File: config.mk
export PLATFORM = sky130hd
export DESIGN_NAME = multi_touch_gesture_tracker_core
export DESIGN_NICKNAME = d
export VERILOG_FILES = /design/src/rtl/mtgt_pkg.sv /design/src/rtl/mtgt_ram.sv /design/src/rtl/multi_touch_gesture_tracker_core.sv
export SDC_FILE = /design/constraint.sdc
export NUM_CORES = 2
export LEC_CHECK = 0
export BUFFER_PORTS_ARGS = -buffer_cell sky130_fd_sc_hd__buf_2
export CORE_UTILIZATION = 60
export CTS_CLUSTER_SIZE = 14
export DETAILED_ROUTE_END_ITERATION = 8
export GPL_TIMING_DRIVEN = 0
export PLACE_DENSITY = 0.77
export SETUP_SLACK_MARGIN = 0.1
export SLEW_MARGIN = 20
export SYNTH_ARGS = -nofsm -noshare
export SYNTH_HDL_FRONTEND = slang
export SYNTH_SLANG_ARGS = --single-unit
export TNS_END_PERCENT = 1
File: constraint.sdc
create_clock -name aclk -period 25.6 [get_ports aclk]
set_input_delay 3.84 -clock aclk [delete_from_list [all_inputs] [get_ports aclk]]
set_output_delay 3.84 -clock aclk [all_outputs]
set_load 0.01 [all_outputs]
File: src/rtl/mtgt_pkg.sv
// ----------------------------------------------------------------------------
// mtgt_pkg
// Shared types and constants of the multi-touch gesture tracker.
// ----------------------------------------------------------------------------
package mtgt_pkg;

    localparam int MAX_POINTS = 10;
    localparam int SLOT_W     = $clog2(MAX_POINTS);
    localparam int CNT_W      = $clog2(MAX_POINTS + 1);

    localparam logic [3:0] NO_SLOT = 4'hF;

    // event kinds
    localparam logic [2:0] OP_PRESS        = 3'd0;
    localparam logic [2:0] OP_TOUCH_BEGIN  = 3'd1;
    localparam logic [2:0] OP_MOTION       = 3'd2;
    localparam logic [2:0] OP_TOUCH_UPDATE = 3'd3;
    localparam logic [2:0] OP_RELEASE      = 3'd4;
    localparam logic [2:0] OP_TOUCH_END    = 3'd5;
    localparam logic [2:0] OP_TOUCH_CANCEL = 3'd6;
    localparam logic [2:0] OP_CANCEL       = 3'd7;

    // configuration register indexes
    localparam logic [1:0] REG_REQUIRED_POINTS = 2'd0;
    localparam logic [1:0] REG_DRAG_THRESHOLD  = 2'd1;
    localparam logic [1:0] REG_TRIGGER_EDGE    = 2'd2;
    localparam logic [1:0] REG_ACTION_ENABLED  = 2'd3;

    localparam logic [1:0] EDGE_NONE   = 2'd0;
    localparam logic [1:0] EDGE_CANCEL = 2'd1;
    localparam logic [1:0] EDGE_BEGIN  = 2'd2;

    typedef struct packed {
        logic [7:0]         device;
        logic [7:0]         sequence_id;
        logic signed [19:0] press_x;
        logic signed [19:0] press_y;
        logic signed [19:0] last_x;
        logic signed [19:0] last_y;
        logic [31:0]        last_time;
        logic signed [20:0] delta_x;
        logic signed [20:0] delta_y;
        logic [31:0]        delta_time;
    } entry_t;

    localparam int ENTRY_W = $bits(entry_t);

endpackage

File: src/rtl/mtgt_ram.sv
// ----------------------------------------------------------------------------
// mtgt_ram
// Generic single write, single read RAM with registered read data.
// ----------------------------------------------------------------------------
module mtgt_ram #(
    parameter int WIDTH = 8,
    parameter int DEPTH = 16
) (
    input  logic                     aclk,
    input  logic                     we,
    input  logic [$clog2(DEPTH)-1:0] waddr,
    input  logic [WIDTH-1:0]         wdata,
    input  logic                     re,
    input  logic [$clog2(DEPTH)-1:0] raddr,
    output logic [WIDTH-1:0]         rdata
);

    logic [WIDTH-1:0] mem [DEPTH];

    always_ff @(posedge aclk) begin
        if (we) begin
            mem[waddr] <= wdata;
        end
        if (re) begin
            rdata <= mem[raddr];
        end
    end

endmodule

File: src/rtl/multi_touch_gesture_tracker_core.sv
// ----------------------------------------------------------------------------
// multi_touch_gesture_tracker_core
// Point table and gesture state machine for pointer and touch events.
// ----------------------------------------------------------------------------
// Usage: events enter on the s_ stream (s_tuser = event kind), one result
// word per event leaves on the m_ stream. Settings are written through
// cfg_we/cfg_addr/cfg_wdata while the block is idle.
// The point table sits in one RAM of MAX_POINTS entries with registered
// read data. Press and cancel events pass ST_PRESS, then ST_FIN loads the
// output register. Motion, update and release events search the table
// slot by slot (read, compare), then update and finish; an event that
// matches no point finishes after the search of all active points.
// A release also closes the gap in the table, moving each later entry
// down by one slot (read, write).
// One event is in work at a time; s_tready is high only while idle.
// The result waits in an output register; the next event may be accepted
// while it waits, and its own result stalls until m_tready takes the first.
// Reset (aresetn low, synchronous) empties the table, clears the gesture
// flag and loads the default settings; no clearing pass is needed.
// ----------------------------------------------------------------------------
module multi_touch_gesture_tracker_core (
    input  logic        aclk,
    input  logic        aresetn,
    input  logic        cfg_we,
    input  logic [1:0]  cfg_addr,
    input  logic [9:0]  cfg_wdata,
    input  logic        s_tvalid,
    output logic        s_tready,
    // device_id, sequence_id, pos_x, pos_y, event_time, button_down,
    // begin_accept, progress_accept
    input  logic [95:0] s_tdata,
    // op
    input  logic [2:0]  s_tuser,
    output logic        m_tvalid,
    input  logic        m_tready,
    // signal_begin, signal_progress, signal_end, signal_cancel, point_slot,
    // active_points, gesture_active, delta_x, delta_y, delta_time
    output logic [87:0] m_tdata
);

    localparam logic [2:0] ST_IDLE  = 3'd0;
    localparam logic [2:0] ST_PRESS = 3'd1;
    localparam logic [2:0] ST_SRD   = 3'd2;
    localparam logic [2:0] ST_SCMP  = 3'd3;
    localparam logic [2:0] ST_UPD   = 3'd4;
    localparam logic [2:0] ST_SHRD  = 3'd5;
    localparam logic [2:0] ST_SHWR  = 3'd6;
    localparam logic [2:0] ST_FIN   = 3'd7;

    localparam int SW = mtgt_pkg::SLOT_W;
    localparam int CW = mtgt_pkg::CNT_W;

    logic [2:0]  state_reg;
    logic [3:0]  req_reg;
    logic [9:0]  thr_reg;
    logic [1:0]  edge_reg;
    logic        enable_reg;

    logic [2:0]         op_reg;
    logic [7:0]         dev_reg;
    logic [7:0]         seq_reg;
    logic signed [19:0] x_reg;
    logic signed [19:0] y_reg;
    logic [31:0]        t_reg;
    logic               btn_reg;
    logic               bacc_reg;
    logic               pacc_reg;

    logic [CW-1:0] count_reg;
    logic          flag_reg;
    logic [CW-1:0] idx_reg;
    mtgt_pkg::entry_t ent_reg;

    logic               res_begin_reg;
    logic               res_prog_reg;
    logic               res_end_reg;
    logic               res_cancel_reg;
    logic [3:0]         res_slot_reg;
    logic signed [20:0] res_dx_reg;
    logic signed [20:0] res_dy_reg;
    logic [31:0]        res_dt_reg;

    logic        m_valid_reg;
    logic [87:0] m_data_reg;

    logic                   ram_we;
    logic [SW-1:0]          ram_waddr;
    mtgt_pkg::entry_t       ram_wdata;
    logic                   ram_re;
    logic [SW-1:0]          ram_raddr;
    logic [mtgt_pkg::ENTRY_W-1:0] ram_rdata_bits;
    mtgt_pkg::entry_t       ram_rdata;

    assign ram_rdata = mtgt_pkg::entry_t'(ram_rdata_bits);

    mtgt_ram #(
        .WIDTH(mtgt_pkg::ENTRY_W),
        .DEPTH(mtgt_pkg::MAX_POINTS)
    ) u_table (
        .aclk  (aclk),
        .we    (ram_we),
        .waddr (ram_waddr),
        .wdata (ram_wdata),
        .re    (ram_re),
        .raddr (ram_raddr),
        .rdata (ram_rdata_bits)
    );

    // ---- event decode ----
    logic is_press;
    logic is_motion;
    logic [7:0] key;
    logic press_store;
    logic press_begin;
    logic [CW-1:0] press_count;
    mtgt_pkg::entry_t press_ent;

    assign is_press  = (op_reg == mtgt_pkg::OP_PRESS) || (op_reg == mtgt_pkg::OP_TOUCH_BEGIN);
    assign is_motion = (op_reg == mtgt_pkg::OP_MOTION) ||
                       (op_reg == mtgt_pkg::OP_TOUCH_UPDATE);
    assign key = ((op_reg == mtgt_pkg::OP_MOTION) || (op_reg == mtgt_pkg::OP_RELEASE)) ?
                 8'd0 : seq_reg;

    assign press_store = enable_reg && (count_reg < CW'(mtgt_pkg::MAX_POINTS));
    assign press_count = press_store ? count_reg + CW'(1) : count_reg;
    assign press_begin = enable_reg && (5'(press_count) >= 5'(req_reg)) &&
                         (edge_reg != mtgt_pkg::EDGE_BEGIN);

    always_comb begin
        press_ent             = '0;
        press_ent.device      = dev_reg;
        press_ent.sequence_id = (op_reg == mtgt_pkg::OP_PRESS) ? 8'd0 : seq_reg;
        press_ent.press_x     = x_reg;
        press_ent.press_y     = y_reg;
        press_ent.last_x      = x_reg;
        press_ent.last_y      = y_reg;
        press_ent.last_time   = t_reg;
    end

    // ---- update arithmetic on the matched entry ----
    logic signed [20:0] mdx, mdy, pdx, pdy;
    logic [20:0]        adx, ady;
    logic [13:0]        thr16;
    logic [32:0]        tdiff;
    logic [31:0]        mdt;
    logic               inside_thr, past_thr;
    logic signed [34:0] rsum;
    logic [31:0]        rdt;
    mtgt_pkg::entry_t   upd_ent;

    always_comb begin
        mdx   = 21'(x_reg) - 21'(ent_reg.last_x);
        mdy   = 21'(y_reg) - 21'(ent_reg.last_y);
        pdx   = 21'(ent_reg.press_x) - 21'(x_reg);
        pdy   = 21'(ent_reg.press_y) - 21'(y_reg);
        adx   = pdx[20] ? 21'(-pdx) : 21'(pdx);
        ady   = pdy[20] ? 21'(-pdy) : 21'(pdy);
        thr16 = {thr_reg, 4'b0000};
        inside_thr = (ady < 21'(thr16)) && (adx < 21'(thr16));
        past_thr   = (ady > 21'(thr16)) || (adx > 21'(thr16));
        tdiff = {1'b0, t_reg} - {1'b0, ent_reg.last_time};
        mdt   = tdiff[32] ? 32'd0 : tdiff[31:0];
        // release adds its interval to the stored delta time
        rsum  = 35'({3'b000, ent_reg.delta_time}) + 35'(signed'(tdiff));
        if (rsum[34]) begin
            rdt = 32'd0;
        end else if (rsum[33:32] != 2'b00) begin
            rdt = 32'hFFFF_FFFF;
        end else begin
            rdt = rsum[31:0];
        end
        upd_ent            = ent_reg;
        upd_ent.delta_x    = mdx;
        upd_ent.delta_y    = mdy;
        upd_ent.last_x     = x_reg;
        upd_ent.last_y     = y_reg;
        upd_ent.delta_time = mdt;
        upd_ent.last_time  = t_reg;
    end

    // motion decision
    logic m_write, m_begin, m_prog, m_cancel, m_flag;
    logic go;

    always_comb begin
        m_write  = 1'b0;
        m_begin  = 1'b0;
        m_prog   = 1'b0;
        m_cancel = 1'b0;
        m_flag   = flag_reg;
        go       = 1'b1;
        if ((op_reg == mtgt_pkg::OP_MOTION) && !btn_reg) begin
            m_cancel = 1'b1;
            m_flag   = 1'b0;
            go       = 1'b0;
        end
        if (go && !flag_reg) begin
            if ((5'(count_reg) < 5'(req_reg)) ||
                ((edge_reg == mtgt_pkg::EDGE_BEGIN) && inside_thr)) begin
                m_write = 1'b1;
                go      = 1'b0;
            end else if (!bacc_reg) begin
                m_cancel = 1'b1;
                m_flag   = 1'b0;
                go       = 1'b0;
            end else begin
                m_begin = 1'b1;
                m_flag  = 1'b1;
            end
        end
        if (go) begin
            m_write = 1'b1;
            m_prog  = 1'b1;
            if (!pacc_reg || ((edge_reg == mtgt_pkg::EDGE_CANCEL) && past_thr)) begin
                m_cancel = 1'b1;
                m_flag   = 1'b0;
            end
        end
    end

    // ---- RAM control ----
    always_comb begin
        ram_we    = 1'b0;
        ram_waddr = idx_reg[SW-1:0];
        ram_wdata = upd_ent;
        ram_re    = 1'b0;
        ram_raddr = idx_reg[SW-1:0];
        case (state_reg)
            ST_PRESS: begin
                ram_we    = is_press && press_store;
                ram_waddr = count_reg[SW-1:0];
                ram_wdata = press_ent;
            end
            ST_SRD: begin
                ram_re = idx_reg < count_reg;
            end
            ST_UPD: begin
                ram_we = is_motion && m_write;
            end
            ST_SHRD: begin
                ram_re    = 1'b1;
                ram_raddr = SW'(idx_reg + CW'(1));
            end
            ST_SHWR: begin
                ram_we    = 1'b1;
                ram_wdata = ram_rdata;
            end
            default: begin
            end
        endcase
    end

    logic out_free;
    assign out_free = !m_valid_reg || m_tready;
    assign s_tready = (state_reg == ST_IDLE);

    always_ff @(posedge aclk) begin
        if (!aresetn) begin
            state_reg   <= ST_IDLE;
            req_reg     <= 4'd1;
            thr_reg     <= 10'd8;
            edge_reg    <= mtgt_pkg::EDGE_BEGIN;
            enable_reg  <= 1'b1;
            count_reg   <= '0;
            flag_reg    <= 1'b0;
            idx_reg     <= '0;
            m_valid_reg <= 1'b0;
        end else begin
            if (cfg_we) begin
                case (cfg_addr)
                    mtgt_pkg::REG_REQUIRED_POINTS: req_reg    <= cfg_wdata[3:0];
                    mtgt_pkg::REG_DRAG_THRESHOLD:  thr_reg    <= cfg_wdata;
                    mtgt_pkg::REG_TRIGGER_EDGE:    edge_reg   <= cfg_wdata[1:0];
                    mtgt_pkg::REG_ACTION_ENABLED:  enable_reg <= cfg_wdata[0];
                    default: begin
                    end
                endcase
            end
            // in ST_FIN the output register is reloaded below
            if (m_valid_reg && m_tready && (state_reg != ST_FIN)) begin
                m_valid_reg <= 1'b0;
            end
            case (state_reg)
                ST_IDLE: begin
                    if (s_tvalid) begin
                        op_reg   <= s_tuser;
                        dev_reg  <= s_tdata[7:0];
                        seq_reg  <= s_tdata[15:8];
                        x_reg    <= s_tdata[35:16];
                        y_reg    <= s_tdata[55:36];
                        t_reg    <= s_tdata[87:56];
                        btn_reg  <= s_tdata[88];
                        bacc_reg <= s_tdata[89];
                        pacc_reg <= s_tdata[90];
                        idx_reg  <= '0;
                        res_begin_reg  <= 1'b0;
                        res_prog_reg   <= 1'b0;
                        res_end_reg    <= 1'b0;
                        res_cancel_reg <= 1'b0;
                        res_slot_reg   <= mtgt_pkg::NO_SLOT;
                        res_dx_reg     <= '0;
                        res_dy_reg     <= '0;
                        res_dt_reg     <= '0;
                        state_reg      <= ST_PRESS;
                    end
                end
                ST_PRESS: begin
                    if (op_reg == mtgt_pkg::OP_CANCEL) begin
                        res_cancel_reg <= 1'b1;
                        count_reg      <= '0;
                        flag_reg       <= 1'b0;
                        state_reg      <= ST_FIN;
                    end else if (is_press) begin
                        if (press_store) begin
                            res_slot_reg <= 4'(count_reg);
                        end
                        // a rejected begin clears the table
                        count_reg <= (press_begin && !bacc_reg) ? '0 : press_count;
                        if (press_begin) begin
                            if (bacc_reg) begin
                                res_begin_reg <= 1'b1;
                                flag_reg      <= 1'b1;
                            end else begin
                                res_cancel_reg <= 1'b1;
                                flag_reg       <= 1'b0;
                            end
                        end
                        state_reg <= ST_FIN;
                    end else begin
                        state_reg <= ST_SRD;
                    end
                end
                ST_SRD: begin
                    state_reg <= (idx_reg < count_reg) ? ST_SCMP : ST_FIN;
                end
                ST_SCMP: begin
                    ent_reg <= ram_rdata;
                    if ((ram_rdata.device == dev_reg) && (ram_rdata.sequence_id == key)) begin
                        state_reg <= ST_UPD;
                    end else begin
                        idx_reg   <= idx_reg + CW'(1);
                        state_reg <= ST_SRD;
                    end
                end
                ST_UPD: begin
                    res_slot_reg <= 4'(idx_reg);
                    if (is_motion) begin
                        res_dx_reg     <= m_write ? mdx : ent_reg.delta_x;
                        res_dy_reg     <= m_write ? mdy : ent_reg.delta_y;
                        res_dt_reg     <= m_write ? mdt : ent_reg.delta_time;
                        res_begin_reg  <= m_begin;
                        res_prog_reg   <= m_prog;
                        res_cancel_reg <= m_cancel;
                        flag_reg       <= m_flag;
                        if (m_cancel) begin
                            count_reg <= '0;
                        end
                        state_reg <= ST_FIN;
                    end else begin
                        res_dx_reg <= ent_reg.delta_x;
                        res_dy_reg <= ent_reg.delta_y;
                        res_dt_reg <= rdt;
                        if ((op_reg == mtgt_pkg::OP_TOUCH_CANCEL) && flag_reg) begin
                            res_cancel_reg <= 1'b1;
                            flag_reg       <= 1'b0;
                            count_reg      <= '0;
                            state_reg      <= ST_FIN;
                        end else begin
                            if ((op_reg != mtgt_pkg::OP_TOUCH_CANCEL) && flag_reg &&
                                ((5'(count_reg) - 5'd1) < 5'(req_reg))) begin
                                res_end_reg <= 1'b1;
                                flag_reg    <= 1'b0;
                            end
                            state_reg <= ST_SHRD;
                        end
                    end
                end
                ST_SHRD: begin
                    // compact: move entry idx+1 down to idx
                    if ((idx_reg + CW'(1)) < count_reg) begin
                        state_reg <= ST_SHWR;
                    end else begin
                        count_reg <= count_reg - CW'(1);
                        state_reg <= ST_FIN;
                    end
                end
                ST_SHWR: begin
                    idx_reg   <= idx_reg + CW'(1);
                    state_reg <= ST_SHRD;
                end
                ST_FIN: begin
                    if (out_free) begin
                        m_valid_reg <= 1'b1;
                        m_data_reg  <= {1'b0, res_dt_reg, res_dy_reg, res_dx_reg, flag_reg,
                                        4'(count_reg), res_slot_reg, res_cancel_reg,
                                        res_end_reg, res_prog_reg, res_begin_reg};
                        state_reg   <= ST_IDLE;
                    end
                end
                default: begin
                    state_reg <= ST_IDLE;
                end
            endcase
        end
    end

    assign m_tvalid = m_valid_reg;
    assign m_tdata  = m_data_reg;

endmodule

* Yosys cells after proc, flatten, opt, wreduce, memory -nomap -nowiden *
Memories as Yosys holds them, arrays and structs flattened. A register that Yosys moved wholly into a read port is not among the register bits.
Index checks and enable logic that the tools add are counted.

storage, ports and cells
  register bits = 495
  RAM bits = 2,020
  bits of input ports = 116
  logic and storage cells = 261
  memories = 1

operators by class
  add/sub/neg operators = 12
  order comparisons = 10
  eq/ne operators = 42
  multiplexer cells = 104
  reductions and logical operators = 55

memories
  name         words  width  rd ports  clocked after memory_dff  write ports  line            text
  u_table.mem  10     202    1         1                         1            mtgt_ram.sv:18  logic [WIDTH-1:0] mem [DEPTH];

operators by type and width
  cell                                                                    count
  202-bit one-hot mux with 2 select lines                                 1
  32-bit two-way mux                                                      6
  21-bit two-way mux                                                      7
  21-bit one-hot mux with 2 select lines                                  2
  20-bit by 20-bit subtractor with 21-bit output                          4
  4-bit two-way mux                                                       16
  32-bit one-hot mux with 2 select lines                                  1
  1-bit two-way mux                                                       50
  21-bit by 14-bit greater-than comparator with 1-bit output              2
  21-bit by 14-bit < comparator with 1-bit output                         2
  21-bit negator                                                          2
  4-bit one-hot mux with 3 select lines                                   3
  33-bit by 33-bit adder with 34-bit output                               1
  32-bit by 32-bit subtractor with 33-bit output                          1
  2-bit inequality test (second input constant)                           14
  3-bit one-hot mux with 8 select lines                                   1
  3-bit equality test (second input constant)                             7
  3-bit inequality test (second input constant)                           7
  3-bit two-way mux                                                       6
  1-bit logical AND                                                       17
  8-bit equality test                                                     2
  8-bit two-way mux                                                       2
  3-bit by 2-bit equality test with 1-bit output (second input constant)  4
  4-bit < comparator                                                      3
  other kinds (26)                                                        62

* Longest topological paths before layout *
  word-level depth = 14
  gate-level depth with buffers = 28
  depth with buffers taken out = 26

* By module *
From an unflattened synthesis, not the netlist that was laid out.

unflattened totals
  cell total of the unflattened synthesis = 7,102
  area total of the unflattened synthesis = 113,281.1 µm²

by module, submodules not included
  module                            instances  cells each  area each (µm²)  seq. area each (µm²)
  mtgt_ram                          1          4,306       84,227.0         66,724.0
  multi_touch_gesture_tracker_core  1          2,796       29,054.1         14,564.0

* Least setup slack after synthesis *
Ideal clock, no wire load.

  kind = reg-to-reg
  from = register y_reg[0]
  to = memory u_table.mem[8][0] (netlist bit) (enable)
  data arrival time = 18.755 ns
  path slack = 5.834 ns
  stages on the path, launching flop included = 26
  period minus slack after synthesis = 19.766 ns
  cells stage by stage = edfxtp_1 -> ha_1 -> fa_1 -> nand2b_1 -> a21oi_1 -> o41ai_1 -> a21o_1 -> o22ai_1 -> clkbuf_1 -> a21oi_1 -> xnor2_1 -> ha_1 -> nor2b_1 -> o21a_1 -> o21a_1 -> o21a_1 -> o21a_1 -> o21bai_1 -> a211oi_1 -> mux2i_1 -> o311ai_1 -> or3_1 -> o21ai_1 -> buf_6 -> a31oi_4 -> nor3_1

on the way
  word-level cells in the longest chain between the ends = 14

ends and longest elaborated chain
  element                                            line                                     text
  start: declaration                                 multi_touch_gesture_tracker_core.sv:63   logic signed [19:0] y_reg;
  start signal: assignment                           multi_touch_gesture_tracker_core.sv:290  y_reg <= s_tdata[55:36];
  20-bit by 20-bit subtractor with 21-bit output *   multi_touch_gesture_tracker_core.sv:155  pdy = 21'(ent_reg.press_y) - 21'(y_reg);
  21-bit negator                                     multi_touch_gesture_tracker_core.sv:157  ady = pdy[20] ? 21'(-pdy) : 21'(pdy);
  21-bit two-way mux *                               multi_touch_gesture_tracker_core.sv:157
  21-bit by 14-bit < comparator with 1-bit output *  multi_touch_gesture_tracker_core.sv:159  inside_thr = (ady < 21'(thr16)) && (adx < 21'(thr16));
  1-bit logical AND *                                multi_touch_gesture_tracker_core.sv:159
  1-bit logical AND *                                multi_touch_gesture_tracker_core.sv:199  ((edge_reg == mtgt_pkg::EDGE_BEGIN) && inside_thr)) begin
  1-bit logical OR *                                 multi_touch_gesture_tracker_core.sv:198  if ((5'(count_reg) < 5'(req_reg)) ||
  1-bit two-way mux                                  multi_touch_gesture_tracker_core.sv:198
  1-bit two-way mux                                  multi_touch_gesture_tracker_core.sv:197  if (go && !flag_reg) begin
  1-bit two-way mux *                                multi_touch_gesture_tracker_core.sv:211  if (go) begin
  1-bit logical AND *                                multi_touch_gesture_tracker_core.sv:238  ram_we = is_motion && m_write;
  1-bit one-hot mux with 3 select lines *            multi_touch_gesture_tracker_core.sv:228  case (state_reg)
  1-bit two-way mux *                                mtgt_ram.sv:21                           if (we) begin
  1-bit two-way mux (implied by the code) *          mtgt_ram.sv:22                           mem[waddr] <= wdata;
  end: declaration                                   mtgt_ram.sv:18

Every way passes the cells marked *; elsewhere a longest branch is shown, timed or not.

* Worst setup path after layout *
  from = register y_reg[0]
  to = memory u_table.mem[2][60] (netlist bit) (enable)

The elaborated chain is that of the path after synthesis.

==> out/summary.log <==
INFO  run_status     outcome=finished, violations left
INFO  run_status     failed_checks=DRC
INFO  synthesis      post_synth_main_area_contributors=sky130_fd_sc_hd__edfxtp_1 (72%), sky130_fd_sc_hd__mux4_2 (8.1%), sky130_fd_sc_hd__mux2i_1 (2.1%)
INFO  power_and_ir_drop portion_of_total_power_attributed_to_the_clock_network=30.7%
INFO  timing         final-hold-violation-count=0
INFO  grt            maximum_number_of_pins_on_one_net_before_global_route_repair=45
INFO  critical_path  timing.critical_path.mode_cell=sky130_fd_sc_hd__buf_4
INFO  critical_path  setup.worst_path.class=reg -> reg
INFO  routing        drt-pass1-iter-count=9
INFO  critical_path  worstReg2RegEnd=u_table.mem[2][60]
INFO  floorplan      die_w=434um
INFO  hold_path      hp-start=res_dt_reg[3]
INFO  final_layout   nNetsFinal=7,718
INFO  critical_path  worst_path_dominant_cell_family=compound AO/OA/AOI/OAI gates
INFO  power_and_ir_drop vdd.ir_drop.worst=0.0758mV
INFO  power_and_ir_drop power.net_switching=3880uW
INFO  placement      port_buffers=198
INFO  synthesis      yosysWarningCount=0
INFO  clock_network  tritoncts=yes
INFO  floorplan      design.core.area=185,000um^2
INFO  synthesis      synth_area_per_cell=17.0um^2
INFO  timing         grt_setup_unrepaired=no
INFO  placement      gp_congestion=0.934
INFO  critical_path  slowest_delay=790ps
INFO  floorplan      die-height=434um
INFO  floorplan      io-pin-count=206
INFO  floorplan      starting_density_of_the_core=60.5%
INFO  routing        first_iter_violations=10,200
INFO  synthesis      ys_dominant_reg_cell=sky130_fd_sc_hd__edfxtp_1
INFO  timing         fin_crit=9830ps
INFO  timing         fmax=0.102GHz
INFO  grt            gr-usage-met1=44.0%
INFO  timing         setup_viol=0
INFO  clock_network  cts_sinks=2,717
INFO  synthesis      syn-instance-count=6,588
INFO  synthesis      edff_count_synth=2,687
INFO  final_layout   largest_register_ffs=2,020
INFO  timing         relSlewSlack=11.3%
INFO  grt            antenna_violations_before_repair=9
INFO  critical_path  cp_slowest_cell=sky130_fd_sc_hd__nor3_2
INFO  clock_network  cts_max_level=5
INFO  synthesis      number_of_distinct_standard_cells_referenced_by_the_synthesized_netlist=94
INFO  timing         tightestPinTransition=1330ps
INFO  clock_network  cts_root_buffer=sky130_fd_sc_hd__clkbuf_16
INFO  power_and_ir_drop leakage_power=0.0454uW
INFO  run            cap_violations=0
INFO  power_and_ir_drop power_frac_comb=24.3%
INFO  power_and_ir_drop intPower=8910uW
INFO  critical_path  path_max_fanout=10
INFO  synthesis      yosys_register_bits=2,717
INFO  power_and_ir_drop power.share.sequential=45.0%
INFO  timing         tns=0ps
INFO  clock_network  post_cts_resized=0
INFO  clock_network  insertion_delay=960ps
INFO  critical_path  crit_required=26,230ps
INFO  grt            vias_in_the_first_global_route=66,100
INFO  grt            grt.met3_usage=8.05%
INFO  critical_path  critPathCaptureType=register
INFO  grt            grt_overflow_total=0
INFO  power_and_ir_drop power.density_cell_area=99.4nW/um^2
INFO  synthesis      synth-seq-area-share=72.5%
INFO  critical_path  startpoint_class_of_the_critical_path=register
INFO  hold_path      timing.hold.worst_path_depth=0
INFO  final_layout   num-fill-cells=11,500
INFO  grt            met2_usage=52.0%
INFO  hold_path      terminating_pin_of_the_worst_hold_path=m_tdata[58]
INFO  critical_path  regToRegStartpoint=y_reg[0]
INFO  synthesis      synthArstFlopShare=0%
INFO  placement      dpl.cell_count=9,606
INFO  final_layout   post_layout_nonfiller_instances=10,100
INFO  power_and_ir_drop total_power=12,800uW
INFO  clock_network  cts_made_buffers=283
INFO  grt            grt_first_pass_wirelength=452,000um
INFO  critical_path  critPathBufInv=10
INFO  hold_path      holdCritPathClass=reg -> reg
INFO  critical_path  worst-endpoint-arrival=10,460ps
INFO  clock_network  cts.clk_slew.worst_paths=60ps
INFO  routing        num_vias=67,400
INFO  routing        route.antenna.remaining_nets=0
INFO  critical_path  r2r_slack=15,770ps
INFO  clock_network  cts.hold.buffers_added=0
INFO  power_and_ir_drop switching_share=30.3%
INFO  floorplan      placement_rows=158
INFO  grt            gr-max-usage-layer=met2
INFO  synthesis      syn-cell-area=112,000um^2
INFO  synthesis      synth_area_leader_cell=sky130_fd_sc_hd__edfxtp_1
INFO  final_layout   layout.core_utilization=69.4%
INFO  critical_path  ff2ff_path_depth=33
INFO  floorplan      design.die.area=189,000um^2
INFO  routing        vias_per_instance=6.68
INFO  routing        wl_per_cell=31.5um
INFO  timing         fin_crit_sh=38.4%
INFO  timing         hold_slack=392ps
INFO  synthesis      post-synth-top-area-fraction=72.0%
INFO  grt            grt_usage=33.8%
INFO  final_layout   drive_gt1_share=18.9%
INFO  timing         timing.final.max_slew_violations=0
INFO  final_layout   layout-area-overhead-vs-synth=14.7%
INFO  routing        remaining_design_rule_violation_count=2
INFO  clock_network  post_cts.repair.setup_buffers=0
INFO  routing        routed_wl=318,000um
INFO  clock_network  clock_tree.buffer_depth=4
INFO  timing         final_worst_clock_skew=61.7ps
INFO  synthesis      syn-num-nets=6,895
INFO  placement      placed_wire_length_estimate_after_detailed_placement=220,000um
cells in the final DEF, fill, tap and decap left out, types with 93 or more instances in the layout:
cell and n:
sky130_fd_sc_hd__a211oi_1 217, sky130_fd_sc_hd__a21oi_1 406, sky130_fd_sc_hd__buf_2 206, sky130_fd_sc_hd__buf_4 218, sky130_fd_sc_hd__buf_6 93, sky130_fd_sc_hd__clkbuf_1 260, sky130_fd_sc_hd__clkbuf_16 291, sky130_fd_sc_hd__edfxtp_1 2687
sky130_fd_sc_hd__ha_1 185, sky130_fd_sc_hd__inv_1 195, sky130_fd_sc_hd__mux2i_1 239, sky130_fd_sc_hd__mux4_2 404, sky130_fd_sc_hd__nand2_1 384, sky130_fd_sc_hd__nor2_1 179, sky130_fd_sc_hd__nor2b_1 260, sky130_fd_sc_hd__o21ai_0 175
sky130_fd_sc_hd__xnor2_1 96
worst register-to-register path, delay by kind of cell, from the launching register on:
family / cells / cell delay (ps)
buffers and inverters: 10 / 2410
muxes: 1 / 160
DFF: 1 / 700
and+or+nand+nor: 4 / 1690
AOI/OAI and AO/OA: 14 / 3270
adders and majority gates: 3 / 1060
xor gates and xnor gates: 1 / 210
worst max-delay path by stage:
stage          startpoint                  to  slack, ps  depth (start not counted)
3_3_place_gp     y_reg[4]  u_table.mem[0][59]     -11100                         26
5_1_grt          y_reg[0]  u_table.mem[2][60]      15530                         33
6_report         y_reg[0]  u_table.mem[2][60]      15770                         33
2_1_floorplan    y_reg[0]   u_table.mem[8][0]       5830                         25
4_1_cts          y_reg[4]  u_table.mem[2][60]      16070                         34
3_5_place_dp     y_reg[4]  u_table.mem[2][59]      16200                         34
routing by layer:
layer	vias up	share of wire [%]
li1	27700	-
met1	33700	35
met2	4998	46
met3	969	12
met4	10	7.0
met5	-	0.025
cells by family (layout without fill, tap and decap cells):
| group | after synthesis | count (layout) | share of synthesized area [%] |
|---|---|---|---|
| flip-flops | 2717 | 2717 | 72.5 |
| AO/OA/AOI/OAI | 1244 | 1244 | 7.16 |
| AND/OR/NAND/NOR | 1123 | 1123 | 4.95 |
| multiplexers | 645 | 645 | 10.3 |
| buffers and inverters | 526 | 1543 | 1.86 |
| adder cells (fa/ha/maj) | 191 | 191 | 2.17 |
| XOR/XNOR | 141 | 141 | 1.10 |
| other | 1 | 3 | 0.00334 |
power groups by stage:
stage / clock network (uW) / registers [uW] / logic [uW]
5_1_grt: 4100 / 5770 / 3260
3_5_place_dp: 0 / 5840 / 2990
3_3_place_gp: 0 / 6020 / 2800
4_1_cts: 3940 / 5760 / 3030
6_report: 3930 / 5760 / 3100
2_1_floorplan: 0 / 5850 / 1900
area by class of cell:
type,count,area [um^2],share of cell area (%)
clock inverter,123,1080,0.840
clock buffer,356,7550,5.87
timing repair buffer,538,4550,3.54
antenna,2,5.00,0.00389
inverter,197,739,0.575
sequential,2717,81300,63.2
buffer,329,1420,1.10
tap,2480,3100,2.41
multi-input combinational,3345,28900,22.5
cells in the mapped netlist (70+ instances only):
library cell,number
sky130_fd_sc_hd__a211oi_1,217
sky130_fd_sc_hd__a21oi_1,407
sky130_fd_sc_hd__buf_1,70
sky130_fd_sc_hd__clkbuf_1,240
sky130_fd_sc_hd__edfxtp_1,2687
sky130_fd_sc_hd__ha_1,185
sky130_fd_sc_hd__inv_1,195
sky130_fd_sc_hd__mux2i_1,240
sky130_fd_sc_hd__mux4_2,404
sky130_fd_sc_hd__nand2_1,386
sky130_fd_sc_hd__nand3_1,75
sky130_fd_sc_hd__nor2_1,181
sky130_fd_sc_hd__nor2b_1,260
sky130_fd_sc_hd__o21ai_0,195
sky130_fd_sc_hd__xnor2_1,97
per-stage QoR:
stage / setup slack, ps / cell area, um^2
2_1_floorplan: 5830 / 112000
3_3_place_gp: -11100 / 116000
3_5_place_dp: 16200 / 120000
4_1_cts: 16070 / 129000
5_1_grt: 15530 / 129000
6_report: 15770 / 129000
(Power assumes the default switching activity.)
